### config.mk
export PLATFORM = sky130hd
export DESIGN_NAME = train_stop_warning_controller_unit
export DESIGN_NICKNAME = d
export VERILOG_FILES = /design/src/rtl/tswc_pkg.sv /design/src/rtl/tswc_front.sv /design/src/rtl/tswc_fifo.sv /design/src/rtl/tswc_back.sv /design/src/rtl/train_stop_warning_controller_unit.sv
export SDC_FILE = /design/constraint.sdc
export NUM_CORES = 1
export LEC_CHECK = 0
export BUFFER_PORTS_ARGS = -buffer_cell sky130_fd_sc_hd__buf_4
export CORE_ASPECT_RATIO = 2
export CORE_MARGIN = 2
export CORE_UTILIZATION = 55
export CTS_CLUSTER_DIAMETER = 40
export CTS_CLUSTER_SIZE = 24
export DETAILED_ROUTE_END_ITERATION = 8
export PLACE_DENSITY = 0.72
export SETUP_SLACK_MARGIN = 0.05
export SLEW_MARGIN = 0
export SYNTH_ARGS = -nofsm -noshare
export SYNTH_HDL_FRONTEND = slang
export SYNTH_SLANG_ARGS = --single-unit
### constraint.sdc
create_clock -name clk -period 12.9 [get_ports clk]
set_clock_uncertainty 0.2 [all_clocks]
set_input_delay 1.29 -clock clk [delete_from_list [all_inputs] [get_ports clk]]
set_output_delay 1.29 -clock clk [all_outputs]
set_load 0.02 [all_outputs]
### src/rtl/tswc_pkg.sv
// Shared types, codes and a helper function for the train stop warning controller.
package tswc_pkg;

    localparam logic [3:0] KIND_TICK    = 4'd0;
    localparam logic [3:0] KIND_INIT    = 4'd1;
    localparam logic [3:0] KIND_BTN_DN  = 4'd2;
    localparam logic [3:0] KIND_BTN_UP  = 4'd3;
    localparam logic [3:0] KIND_CANCEL  = 4'd4;
    localparam logic [3:0] KIND_LONG    = 4'd5;
    localparam logic [3:0] KIND_SHORT   = 4'd6;
    localparam logic [3:0] KIND_RESTORE = 4'd7;
    localparam logic [3:0] KIND_OFF     = 4'd8;
    localparam logic [3:0] KIND_PANEL   = 4'd9;
    localparam logic [3:0] KIND_NOTCH   = 4'd10;

    localparam logic [1:0] PH_IDLE  = 2'd0;
    localparam logic [1:0] PH_CHIME = 2'd1;
    localparam logic [1:0] PH_ALARM = 2'd2;

    localparam logic [1:0] REG_CONFIRM_NOTCH   = 2'd0;
    localparam logic [1:0] REG_EMERGENCY_NOTCH = 2'd1;
    localparam logic [1:0] REG_BRAKE_DELAY     = 2'd2;
    localparam logic [1:0] REG_PASS_WINDOW     = 2'd3;

    localparam logic [3:0]  RST_CONFIRM_NOTCH   = 4'd1;
    localparam logic [3:0]  RST_EMERGENCY_NOTCH = 4'd9;
    localparam logic [15:0] RST_BRAKE_DELAY     = 16'd5000;
    localparam logic [15:0] RST_PASS_WINDOW     = 16'd375;

    localparam int unsigned BLINK_PERIOD = 750;
    localparam int unsigned BLINK_HALF   = 375;

    typedef struct packed {
        logic [3:0]  confirm_notch;
        logic [3:0]  emergency_notch;
        logic [15:0] brake_delay_ms;
        logic [15:0] pass_window_ms;
    } cfg_t;

    typedef struct packed {
        logic [3:0] kind;
        logic [3:0] notch;
        logic       aspect_stop;
        logic       blink;
    } evt_t;

    function automatic logic [9:0] mod750_step8(input logic [9:0] r, input logic [7:0] b);
        logic [10:0] acc;
        logic [9:0]  res;
        int          i;
        res = r;
        for (i = 7; i >= 0; i--)
        begin
            acc = {res, b[i]};
            if (acc >= 11'(BLINK_PERIOD))
            begin
                acc = acc - 11'(BLINK_PERIOD);
            end
            res = acc[9:0];
        end
        return res;
    endfunction

endpackage

### src/rtl/tswc_front.sv
// Front end: accepts events, classifies them and derives the blink phase of the time stamp.
module tswc_front
    import tswc_pkg::*;
#(
    parameter int TIME_BITS = 32
)
(
    input  logic                 clk,
    input  logic                 rst_n,
    input  logic                 in_valid,
    output logic                 in_ready,
    input  logic [3:0]           kind,
    input  logic [31:0]          time_ms,
    input  logic [3:0]           brake_notch,
    input  logic [7:0]           signal_aspect,
    input  logic                 q_full,
    output logic                 q_push,
    output evt_t                 q_evt,
    output logic [TIME_BITS-1:0] q_time
);

    localparam int NSTG = (TIME_BITS + 7) / 8;
    localparam int TPAD = NSTG * 8;

    logic                 valid_reg [NSTG];
    logic [9:0]           rem_reg   [NSTG];
    logic [TIME_BITS-1:0] time_reg  [NSTG];
    evt_t                 evt_reg   [NSTG];
    logic [9:0]           rem_next  [NSTG];

    logic [63:0]          time_wide;
    logic [TIME_BITS-1:0] time_in;
    logic [TPAD-1:0]      pad_in;
    logic [TPAD-1:0]      pad_stg   [NSTG];
    logic                 adv;
    evt_t                 evt_in;

    assign time_wide = {32'd0, time_ms};
    assign time_in   = time_wide[TIME_BITS-1:0];
    assign pad_in    = TPAD'(time_in);

    assign evt_in.kind        = kind;
    assign evt_in.notch       = brake_notch;
    assign evt_in.aspect_stop = (signal_aspect == 8'd0);
    assign evt_in.blink       = 1'b0;

    assign adv      = !valid_reg[NSTG-1] || !q_full;
    assign in_ready = adv;

    always_comb
    begin
        for (int s = 0; s < NSTG; s++)
        begin
            pad_stg[s] = TPAD'(time_reg[s]);
        end
        rem_next[0] = mod750_step8(10'd0, pad_in[TPAD-1 -: 8]);
        for (int s = 1; s < NSTG; s++)
        begin
            rem_next[s] = mod750_step8(rem_reg[s-1], pad_stg[s-1][TPAD-1-8*s -: 8]);
        end
    end

    always_ff @(posedge clk or negedge rst_n)
    begin
        if (!rst_n)
        begin
            for (int s = 0; s < NSTG; s++)
            begin
                valid_reg[s] <= 1'b0;
            end
        end
        else if (adv)
        begin
            valid_reg[0] <= in_valid;
            for (int s = 1; s < NSTG; s++)
            begin
                valid_reg[s] <= valid_reg[s-1];
            end
        end
    end

    always_ff @(posedge clk)
    begin
        if (adv)
        begin
            rem_reg[0]  <= rem_next[0];
            time_reg[0] <= time_in;
            evt_reg[0]  <= evt_in;
            for (int s = 1; s < NSTG; s++)
            begin
                rem_reg[s]  <= rem_next[s];
                time_reg[s] <= time_reg[s-1];
                evt_reg[s]  <= evt_reg[s-1];
            end
        end
    end

    assign q_push = valid_reg[NSTG-1] && !q_full;
    assign q_time = time_reg[NSTG-1];

    always_comb
    begin
        q_evt       = evt_reg[NSTG-1];
        q_evt.blink = (rem_reg[NSTG-1] >= 10'(BLINK_HALF));
    end

endmodule

### src/rtl/tswc_fifo.sv
// Short register queue between the front end and the back end.
module tswc_fifo
#(
    parameter int WIDTH = 8,
    parameter int DEPTH = 4
)
(
    input  logic             clk,
    input  logic             rst_n,
    input  logic             push,
    input  logic [WIDTH-1:0] wdata,
    output logic             full,
    input  logic             pop,
    output logic [WIDTH-1:0] rdata,
    output logic             empty
);

    localparam int AW = (DEPTH > 1) ? $clog2(DEPTH) : 1;

    logic [WIDTH-1:0] mem_reg [DEPTH];
    logic [AW-1:0]    wr_ptr_reg, wr_ptr_next;
    logic [AW-1:0]    rd_ptr_reg, rd_ptr_next;
    logic [AW:0]      count_reg, count_next;
    logic             do_push, do_pop;

    assign full    = (count_reg == (AW+1)'(DEPTH));
    assign empty   = (count_reg == '0);
    assign do_push = push && !full;
    assign do_pop  = pop && !empty;
    assign rdata   = mem_reg[rd_ptr_reg];

    always_comb
    begin
        wr_ptr_next = wr_ptr_reg;
        rd_ptr_next = rd_ptr_reg;
        count_next  = count_reg;
        if (do_push)
        begin
            wr_ptr_next = (wr_ptr_reg == AW'(DEPTH-1)) ? '0 : wr_ptr_reg + AW'(1);
        end
        if (do_pop)
        begin
            rd_ptr_next = (rd_ptr_reg == AW'(DEPTH-1)) ? '0 : rd_ptr_reg + AW'(1);
        end
        if (do_push && !do_pop)
        begin
            count_next = count_reg + (AW+1)'(1);
        end
        else if (do_pop && !do_push)
        begin
            count_next = count_reg - (AW+1)'(1);
        end
    end

    always_ff @(posedge clk or negedge rst_n)
    begin
        if (!rst_n)
        begin
            wr_ptr_reg <= '0;
            rd_ptr_reg <= '0;
            count_reg  <= '0;
        end
        else
        begin
            wr_ptr_reg <= wr_ptr_next;
            rd_ptr_reg <= rd_ptr_next;
            count_reg  <= count_next;
        end
    end

    always_ff @(posedge clk)
    begin
        if (do_push)
        begin
            mem_reg[wr_ptr_reg] <= wdata;
        end
    end

endmodule

### src/rtl/tswc_back.sv
// Back end: alarm, brake and lamp state update with the registered result.
module tswc_back
    import tswc_pkg::*;
#(
    parameter int TIME_BITS = 32
)
(
    input  logic                 clk,
    input  logic                 rst_n,
    input  cfg_t                 cfg,
    input  logic                 q_empty,
    output logic                 q_pop,
    input  evt_t                 q_evt,
    input  logic [TIME_BITS-1:0] q_time,
    output logic                 out_valid,
    input  logic                 out_ready,
    output logic [4:0]           out_bits
);

    logic [1:0]           phase_reg, phase_next;
    logic                 brake_reg, brake_next;
    logic                 held_reg, held_next;
    logic [TIME_BITS-1:0] bdl_reg, bdl_next;
    logic [TIME_BITS-1:0] cdl_reg, cdl_next;
    logic                 bell_reg, bell_next;
    logic                 chime_reg, chime_next;
    logic                 white_reg, white_next;
    logic                 red_reg, red_next;
    logic                 out_valid_reg;
    logic [4:0]           out_bits_reg;

    logic [TIME_BITS-1:0] brake_at, confirm_at;
    logic                 btn_ok;

    function automatic logic [TIME_BITS-1:0] sat_add(input logic [TIME_BITS-1:0] t,
                                                     input logic [15:0] d);
        logic [TIME_BITS:0] s;
        s = {1'b0, t} + (TIME_BITS+1)'(d);
        return s[TIME_BITS] ? '1 : s[TIME_BITS-1:0];
    endfunction

    assign brake_at   = sat_add(q_time, cfg.brake_delay_ms);
    assign confirm_at = sat_add(q_time, cfg.pass_window_ms);
    assign q_pop      = !q_empty && (!out_valid_reg || out_ready);

    always_comb
    begin
        phase_next = phase_reg;
        brake_next = brake_reg;
        held_next  = held_reg;
        bdl_next   = bdl_reg;
        cdl_next   = cdl_reg;
        bell_next  = bell_reg;
        chime_next = chime_reg;
        white_next = white_reg;
        red_next   = red_reg;
        btn_ok     = (q_evt.notch >= cfg.confirm_notch);
        case (q_evt.kind)
            KIND_TICK:
            begin
                if (phase_reg == PH_ALARM)
                begin
                    if (cdl_reg != '0 && q_time >= cdl_reg && !brake_reg)
                    begin
                        phase_next = PH_CHIME;
                        bell_next  = 1'b0;
                        chime_next = 1'b1;
                        white_next = 1'b1;
                        red_next   = 1'b0;
                    end
                    if (q_time >= bdl_reg)
                    begin
                        brake_next = 1'b1;
                    end
                    if (brake_next)
                    begin
                        red_next = q_evt.blink;
                    end
                end
            end
            KIND_INIT, KIND_OFF:
            begin
                brake_next = 1'b0;
                phase_next = PH_IDLE;
                bell_next  = 1'b0;
                chime_next = 1'b0;
                white_next = (q_evt.kind == KIND_INIT);
                red_next   = 1'b0;
            end
            KIND_BTN_DN, KIND_NOTCH:
            begin
                if (q_evt.kind == KIND_BTN_DN)
                begin
                    held_next = 1'b1;
                end
                if (btn_ok && held_next && phase_reg == PH_ALARM && !brake_reg)
                begin
                    phase_next = PH_CHIME;
                    bell_next  = 1'b0;
                    chime_next = 1'b1;
                    white_next = 1'b1;
                    red_next   = 1'b0;
                end
            end
            KIND_BTN_UP:
            begin
                held_next = 1'b0;
            end
            KIND_CANCEL:
            begin
                if (phase_reg == PH_CHIME)
                begin
                    phase_next = PH_IDLE;
                    chime_next = 1'b0;
                end
            end
            KIND_LONG, KIND_SHORT:
            begin
                if (!q_evt.aspect_stop)
                begin
                    if (!white_reg)
                    begin
                        bdl_next   = brake_at;
                        cdl_next   = confirm_at;
                        phase_next = PH_ALARM;
                        chime_next = 1'b0;
                        bell_next  = 1'b1;
                        white_next = 1'b0;
                        red_next   = 1'b1;
                    end
                end
                else if (q_evt.kind == KIND_LONG)
                begin
                    if (phase_reg != PH_ALARM)
                    begin
                        bdl_next   = brake_at;
                        cdl_next   = '0;
                        phase_next = PH_ALARM;
                        chime_next = 1'b0;
                        bell_next  = 1'b1;
                        white_next = 1'b0;
                        red_next   = 1'b1;
                    end
                end
                else if (!brake_reg)
                begin
                    brake_next = 1'b1;
                    if (phase_reg != PH_ALARM)
                    begin
                        phase_next = PH_ALARM;
                        chime_next = 1'b0;
                        bell_next  = 1'b1;
                        white_next = 1'b0;
                        red_next   = 1'b1;
                    end
                end
            end
            KIND_RESTORE:
            begin
                if (q_evt.notch == cfg.emergency_notch && brake_reg)
                begin
                    brake_next = 1'b0;
                    phase_next = PH_IDLE;
                    bell_next  = 1'b0;
                    white_next = 1'b1;
                    red_next   = 1'b0;
                end
            end
            KIND_PANEL:
            begin
                bell_next = 1'b1;
            end
            default:
            begin
                phase_next = phase_reg;
            end
        endcase
    end

    always_ff @(posedge clk or negedge rst_n)
    begin
        if (!rst_n)
        begin
            phase_reg     <= PH_IDLE;
            brake_reg     <= 1'b0;
            held_reg      <= 1'b0;
            bdl_reg       <= '0;
            cdl_reg       <= '0;
            bell_reg      <= 1'b0;
            chime_reg     <= 1'b0;
            white_reg     <= 1'b0;
            red_reg       <= 1'b0;
            out_valid_reg <= 1'b0;
        end
        else if (q_pop)
        begin
            phase_reg     <= phase_next;
            brake_reg     <= brake_next;
            held_reg      <= held_next;
            bdl_reg       <= bdl_next;
            cdl_reg       <= cdl_next;
            bell_reg      <= bell_next;
            chime_reg     <= chime_next;
            white_reg     <= white_next;
            red_reg       <= red_next;
            out_valid_reg <= 1'b1;
        end
        else if (out_ready)
        begin
            out_valid_reg <= 1'b0;
        end
    end

    always_ff @(posedge clk)
    begin
        if (q_pop)
        begin
            out_bits_reg <= {red_next, white_next, chime_next, bell_next, brake_next};
        end
    end

    assign out_valid = out_valid_reg;
    assign out_bits  = out_bits_reg;

endmodule

### src/rtl/train_stop_warning_controller_unit.sv
// Top level of the train stop warning controller: register port, front end, queue, back end.
//
//  channel  | dir | handshake                      | payload
//  s_axis   | in  | s_axis_tvalid / s_axis_tready  | event: kind, time, notch, aspect
//  m_axis   | out | m_axis_tvalid / m_axis_tready  | brake, bell, chime, white, red
//  apb      | in  | psel / penable / pready        | four configuration registers
//
// One event per cycle sustained while m_axis_tready keeps the output draining; each
// event passes the byte-per-stage modulo-750 pipeline that derives the red lamp blink phase.
// Reset clears the alarm state, the deadlines and the queue; registers take 1, 9, 5000, 375.
// A stalled output fills the four-entry queue, then the front end holds s_axis_tready low.
module train_stop_warning_controller_unit
    import tswc_pkg::*;
#(
    parameter int TIME_BITS = 32
)
(
    input  logic        clk,
    input  logic        rst_n,
    input  logic        s_axis_tvalid,
    output logic        s_axis_tready,
    input  logic [47:0] s_axis_tdata,   // kind[3:0], time_ms[35:4], brake_notch[39:36],
                                        // signal_aspect[47:40]
    output logic        m_axis_tvalid,
    input  logic        m_axis_tready,
    output logic [7:0]  m_axis_tdata,   // brake_on[0], bell_on[1], chime_on[2],
                                        // white_lamp[3], red_lamp[4], zero[7:5]
    input  logic        psel,
    input  logic        penable,
    input  logic        pwrite,
    input  logic [3:0]  paddr,
    input  logic [31:0] pwdata,
    output logic [31:0] prdata,
    output logic        pready
);

    localparam int QDEPTH = 4;
    localparam int QW     = $bits(evt_t) + TIME_BITS;

    cfg_t                 cfg_reg;
    logic                 q_push, q_pop, q_full, q_empty;
    evt_t                 f_evt, b_evt;
    logic [TIME_BITS-1:0] f_time, b_time;
    logic [QW-1:0]        q_rdata;
    logic [4:0]           out_bits;
    logic                 wr_en;

    assign pready = 1'b1;
    assign wr_en  = psel && penable && pwrite;

    always_ff @(posedge clk or negedge rst_n)
    begin
        if (!rst_n)
        begin
            cfg_reg.confirm_notch   <= RST_CONFIRM_NOTCH;
            cfg_reg.emergency_notch <= RST_EMERGENCY_NOTCH;
            cfg_reg.brake_delay_ms  <= RST_BRAKE_DELAY;
            cfg_reg.pass_window_ms  <= RST_PASS_WINDOW;
        end
        else if (wr_en)
        begin
            case (paddr[3:2])
                REG_CONFIRM_NOTCH:   cfg_reg.confirm_notch   <= pwdata[3:0];
                REG_EMERGENCY_NOTCH: cfg_reg.emergency_notch <= pwdata[3:0];
                REG_BRAKE_DELAY:     cfg_reg.brake_delay_ms  <= pwdata[15:0];
                REG_PASS_WINDOW:     cfg_reg.pass_window_ms  <= pwdata[15:0];
                default:             cfg_reg.pass_window_ms  <= cfg_reg.pass_window_ms;
            endcase
        end
    end

    always_comb
    begin
        case (paddr[3:2])
            REG_CONFIRM_NOTCH:   prdata = {28'd0, cfg_reg.confirm_notch};
            REG_EMERGENCY_NOTCH: prdata = {28'd0, cfg_reg.emergency_notch};
            REG_BRAKE_DELAY:     prdata = {16'd0, cfg_reg.brake_delay_ms};
            REG_PASS_WINDOW:     prdata = {16'd0, cfg_reg.pass_window_ms};
            default:             prdata = 32'd0;
        endcase
    end

    tswc_front #(.TIME_BITS(TIME_BITS)) u_front
    (
        .clk           (clk),
        .rst_n         (rst_n),
        .in_valid      (s_axis_tvalid),
        .in_ready      (s_axis_tready),
        .kind          (s_axis_tdata[3:0]),
        .time_ms       (s_axis_tdata[35:4]),
        .brake_notch   (s_axis_tdata[39:36]),
        .signal_aspect (s_axis_tdata[47:40]),
        .q_full        (q_full),
        .q_push        (q_push),
        .q_evt         (f_evt),
        .q_time        (f_time)
    );

    tswc_fifo #(.WIDTH(QW), .DEPTH(QDEPTH)) u_fifo
    (
        .clk   (clk),
        .rst_n (rst_n),
        .push  (q_push),
        .wdata ({f_evt, f_time}),
        .full  (q_full),
        .pop   (q_pop),
        .rdata (q_rdata),
        .empty (q_empty)
    );

    assign b_evt  = q_rdata[QW-1 -: $bits(evt_t)];
    assign b_time = q_rdata[TIME_BITS-1:0];

    tswc_back #(.TIME_BITS(TIME_BITS)) u_back
    (
        .clk       (clk),
        .rst_n     (rst_n),
        .cfg       (cfg_reg),
        .q_empty   (q_empty),
        .q_pop     (q_pop),
        .q_evt     (b_evt),
        .q_time    (b_time),
        .out_valid (m_axis_tvalid),
        .out_ready (m_axis_tready),
        .out_bits  (out_bits)
    );

    assign m_axis_tdata = {3'd0, out_bits};

endmodule

## Word-level counts from Yosys, hierarchy flattened

Memory sizes are Yosys's and may differ from the RTL's.
Cells that the tools add are included.
W data, S select, Z words.

- Add/sub/neg operators: 30
- Multiply operators: 0
- Divide/modulo/power cells: 0
- Magnitude comparators: 28
- Eq/ne operators: 30
- Shift operators: 0
- Multiplexer cells: 108
- Bitwise gates (word level): 0
- Reductions and logical operators: 42

Operators by type and width:

| kind | number |
|---|---|
| $mux W32 | 10 |
| $ge A11 B10 Y1 const B | 24 |
| $mux W10 | 24 |
| $sub A10 B10 Y10 const B | 24 |
| $pmux W32 S4 | 1 |
| $add A32 B16 Y33 | 2 |
| $ge A32 B32 Y1 | 2 |
| $mux W1 | 52 |
| $reduce_bool A32 Y1 | 1 |
| $mux W2 | 12 |
| $eq A4 B3 Y1 const B | 4 |
| $pmux W1 S5 | 3 |
| $logic_and A1 B1 Y1 | 14 |
| $ne A2 B1 Y1 const B | 7 |
| $eq A4 B4 Y1 const B | 3 |
| $pmux W2 S6 | 1 |
| $eq A2 B2 Y1 const B | 5 |
| $ge A10 B9 Y1 const B | 1 |
| $reduce_and A2 Y1 | 5 |
| $reduce_and A9 Y1 | 1 |
| $eq A4 B2 Y1 const B | 2 |
| $logic_not A8 Y1 | 1 |
| $logic_not A1 Y1 | 7 |
| $mux W3 | 2 |
| 22 further kinds | 30 |

- Register bits: 129
- Bits in latches: 0
- Memory bits (writable): 376
- Bits in read-only memories: 0
- Output and inout port bits: 43
- Word-level logic and storage cells: 264
- Memories: 4

Memory list:

| name | depth | width | rd ports | clocked after Yosys merged registers in | wr ports | line | source |
|---|---|---|---|---|---|---|---|
| u_fifo.mem_reg | 4 | 42 | 1 | 0 | 1 | tswc_fifo.sv:20 | `logic [WIDTH-1:0] mem_reg [DEPTH];` |
| u_front.time_reg | 4 | 32 | 4 | 0 | 4 | tswc_front.sv:27 | `logic [TIME_BITS-1:0] time_reg [NSTG];` |
| u_front.evt_reg | 4 | 10 | 4 | 0 | 4 | tswc_front.sv:28 | `evt_t evt_reg [NSTG];` |
| u_front.rem_reg | 4 | 10 | 4 | 0 | 4 | tswc_front.sv:26 | `logic [9:0] rem_reg [NSTG];` |

## Longest topological paths before layout

An unclocked memory read counts as a cell.

- Depth in word-level cells: 17
- Mapped depth: 54

## Hierarchy

A second synthesis with hierarchy kept.

- Cells, all modules: 2819
- Area total of the unflattened synthesis: 31028.5 µm²

By module, submodules not included:

| module | instances | cells each | area an instance (µm²) |
|---|---|---|---|
| tswc_front | 1 | 1543 | 15074.5 |
| tswc_back | 1 | 877 | 7327.0 |
| tswc_fifo | 1 | 257 | 6558.8 |
| train_stop_warning_controller_unit | 1 | 142 | 2068.2 |

## Least setup slack after synthesis

Ideal clock, no wire load.

- Path type: register -> register
- From: memory u_front.time_reg[2][7]
- To: memory u_front.rem_reg[3][2], data pin
- Library setup time: 0.260 ns
- Data arrival time: 10.937 ns
- Data required time: 12.440 ns
- Path slack: 1.502 ns
- Cell stages (with the launch flop): 52
- Path buffers: 5
- Clock period less this slack: 11.398 ns
- Cell sequence: edfxtp_1 > buf_6 > or4_4 > o2111ai_1 > o211ai_1 > ha_1 > nand2_1 > o21ai_1 > nor3_2 > o32ai_2 > a31oi_2 > xnor2_1 > ha_1 > clkbuf_1 > o21bai_1 > a21oi_1 > mux2i_1 > and2_1 > (+16 left out) > nand2_1 > a31oi_4 > xnor2_1 > ha_1 > nand2_1 > mux2i_1 > a211oi_4 > o2bb2ai_4 > xor2_1 > ha_1 > o21ai_1 > o211ai_1 > a31oi_1 > mux2_2 > a211oi_2 > nor3_4 > a21oi_2 > mux2_4

RTL lines:

| what | line |
|---|---|
| start, declared | tswc_front.sv:27 |
| end, declared | tswc_front.sv:26 |

==> impl_metrics.tcl <==
set metrics [dict create \
    status "completed" \
    path_common_cell "ha_1" \
    report.final.slew_viol_count 0 \
    routed_wl_mm 82.2 \
    die_w_um 175 \
    syn_inst 2984 \
    crit_path_top_delay_cell "edfxtp_1" \
    timing.final.crit_period_ns 12.10 \
    design.core.area_um2 57900 \
    worst_slack_ns 0.803 \
    setup_violations 0 \
    hold_violations 0 \
    synth.avg_cell_area_um2 10.8 \
    cts_tree "yes" \
    first_iter_violations 1453 \
    synth-seq-cells 488 \
    yosys_warnings 0 \
    hpwl_mm 60.6 \
    cp-end-kind "flip-flop" \
    path_clk_slew_ns 0.08 \
    avgRoutedWirePerCell_um 21.1 \
    grt_first_pass_wirelength_mm 131 \
    clock_sinks 488 \
    die_h_um 346 \
    max_cap_violations 0 \
    overflow 0 \
    startpoint_type "flip-flop" \
    path_class "flip-flop to flip-flop" \
    final_nets 3326 \
    clock_path_buffers 3 \
    cts_hold_buffers 0 \
    largest_register_ffs 168 \
    rsz0062_at_grt "false" \
    place_ws_ns 0.444 \
    drtAntennaViolNets 0 \
    dieArea_um2 60400 \
    clkLatencyLatePin_ns 0.61 \
    fmax_mhz 82.7 \
    yosysSeqAreaShare_pct 43.8 \
    mostFrequentLayoutCells "edfxtp_1 (364), nand2_1 (195), buf_4 (184)" \
    drc 0 \
    place.gp.congestion 0.915 \
    htreeDepth 2 \
    ys.flop_type "edfxtp_1" \
    port_buffers 95 \
    n_antenna_cell 0 \
    vias_per_cell 6.41 \
    crit_required_ns 13.04 \
    cp_max_fo 13 \
    slowest_delay_ns 0.57 \
    synth_area_um2 32100 \
    tightest_slew_ns 1.08 \
    rows 125 \
    vias 25009 \
    tns_ns 0 \
    grt_pass1_vias 25483 \
    post-route-period-util_pct 93.8 \
    dp_cells 3814 \
    layout_commonest_cell "edfxtp_1" \
    antenna_found_initial 4 \
    relSlewSlack_pct 27.5 \
    syn_to_final_growth_pct 11.0 \
    firstDrtPassIters 6 \
    initial_utilization_pct 55.5 \
    cts_root_buf "clkbuf_16" \
    fin_cells 3901 \
    critPathArrivalTime_ns 12.24 \
    pin_count 134 \
    final_layout_size_suffix_gt1_share_pct 17.5 \
    async_flop_share_pct 25.4 \
    grt_max_degree 82 \
    cts_buffers 45 \
    grt_usage_pct 27.0 \
    synth_cell_type_count 148 \
    synth-edff-count 364 \
    holdCritPathClass "flip-flop to flip-flop" \
]
[final cells by class]
| class | instances | area (um2) |
|---|---|---|
| sequential | 488 | 14100 |
| timing repair buffer | 184 | 1380 |
| fill | 4702 | 22300 |
| tap | 762 | 953 |
| multi-input combinational | 2249 | 17000 |
| inverter | 135 | 514 |
| clock buffer | 51 | 1180 |
| clock inverter | 32 | 539 |
[final timing paths]
check	slack, ns	to	cells after the start	from
worst max register to register	0.80	u_front.rem_reg[2][2]	49	u_front.rem_reg[1][0]
max in group asynchronous	10.50	u_back.cdl_reg[8]	2	rst_n
worst max-delay path	0.80	u_front.rem_reg[2][2]	49	u_front.rem_reg[1][0]
min in group asynchronous	0.56	u_back.bell_reg	1	rst_n
worst min-delay path	0.21	u_front.time_reg[3][19]	0	u_front.time_reg[2][19]
worst min register to register	0.21	u_front.time_reg[3][19]	0	u_front.time_reg[2][19]
[cells in the mapped netlist (all sizes together) (26+ instances only)]
cell    number  share of area (%)
nor3        62                1.1
mux2        72                2.5
a211oi      43                1.3
mux2i       55                1.8
a211o       26               0.71
mux4        44                3.1
nand2b      38               0.74
xnor2      121                3.4
nand4       27               0.57
nand3       86                1.4
nor2b       36               0.70
nand2      195                2.3
buf         75                1.4
o211ai      57                1.3
inv        133                1.6
ha         129                5.0
a21oi      156                2.6
and2        42               0.82
o21ai      194                3.1
a21o        76                1.8
nor2       176                2.1
xor2        44                1.2
dfrtp      109                8.5
clkbuf      55               0.65
and3        41               0.80
edfxtp     364                 34
a22oi       36               0.87
a31oi       49                1.1
[metrics by stage]
stage	hold WS [ns]	utilization (%)	cell area (um2)
after floorplan	0.200	-	32200
after global placement	0.200	58.4	33800
after detailed placement	0.205	58.4	33800
after CTS	0.205	61.4	35500
after global routing	0.194	61.5	35600
final	0.206	61.5	35600
[per-layer routing]
metal	up-vias	share of wire [%]	GRT usage, %
li1	11775	-	-
met1	12207	36	28.1
met2	753	54	51.2
met3	268	3.9	3.01
met4	6	5.9	15.7
met5	-	0.035	0
[worst max-delay path: cells and delay by family (launching register included)]
| family | cells | cell delay (ns) |
|---|---|---|
| compound gates | 18 | 4.44 |
| simple gates | 14 | 2.52 |
| fa+ha+maj | 8 | 2.23 |
| xor+xnor | 7 | 1.44 |
| flops | 1 | 0.57 |
| mux | 1 | 0.34 |
| buf+inv | 1 | 0.08 |
[cells by family (layout without fill, tap and decap cells)]
| group | after synthesis | after routing | share of synthesized area, % |
|---|---|---|---|
| fa+ha+maj | 132 | 132 | 5.22 |
| xor+xnor | 166 | 166 | 4.69 |
| other cells | 2 | 20 | 0.0234 |
| compound gates | 922 | 922 | 21.5 |
| simple gates | 838 | 838 | 13.7 |
| mux | 171 | 171 | 7.44 |
| buf+inv | 265 | 402 | 3.66 |
| flops | 488 | 488 | 43.8 |
[what timing repair did]
item / in CTS / in global routing
hold endpoints to repair: 0 / 0
setup buffers: 0 / 4
endpoints found under the setup margin: 0 / 26
gates resized for setup: 0 / 9
Power is left out: the tool's default activity adds up to more than one toggle a clock period on the data nets, which glitch-free logic cannot reach.
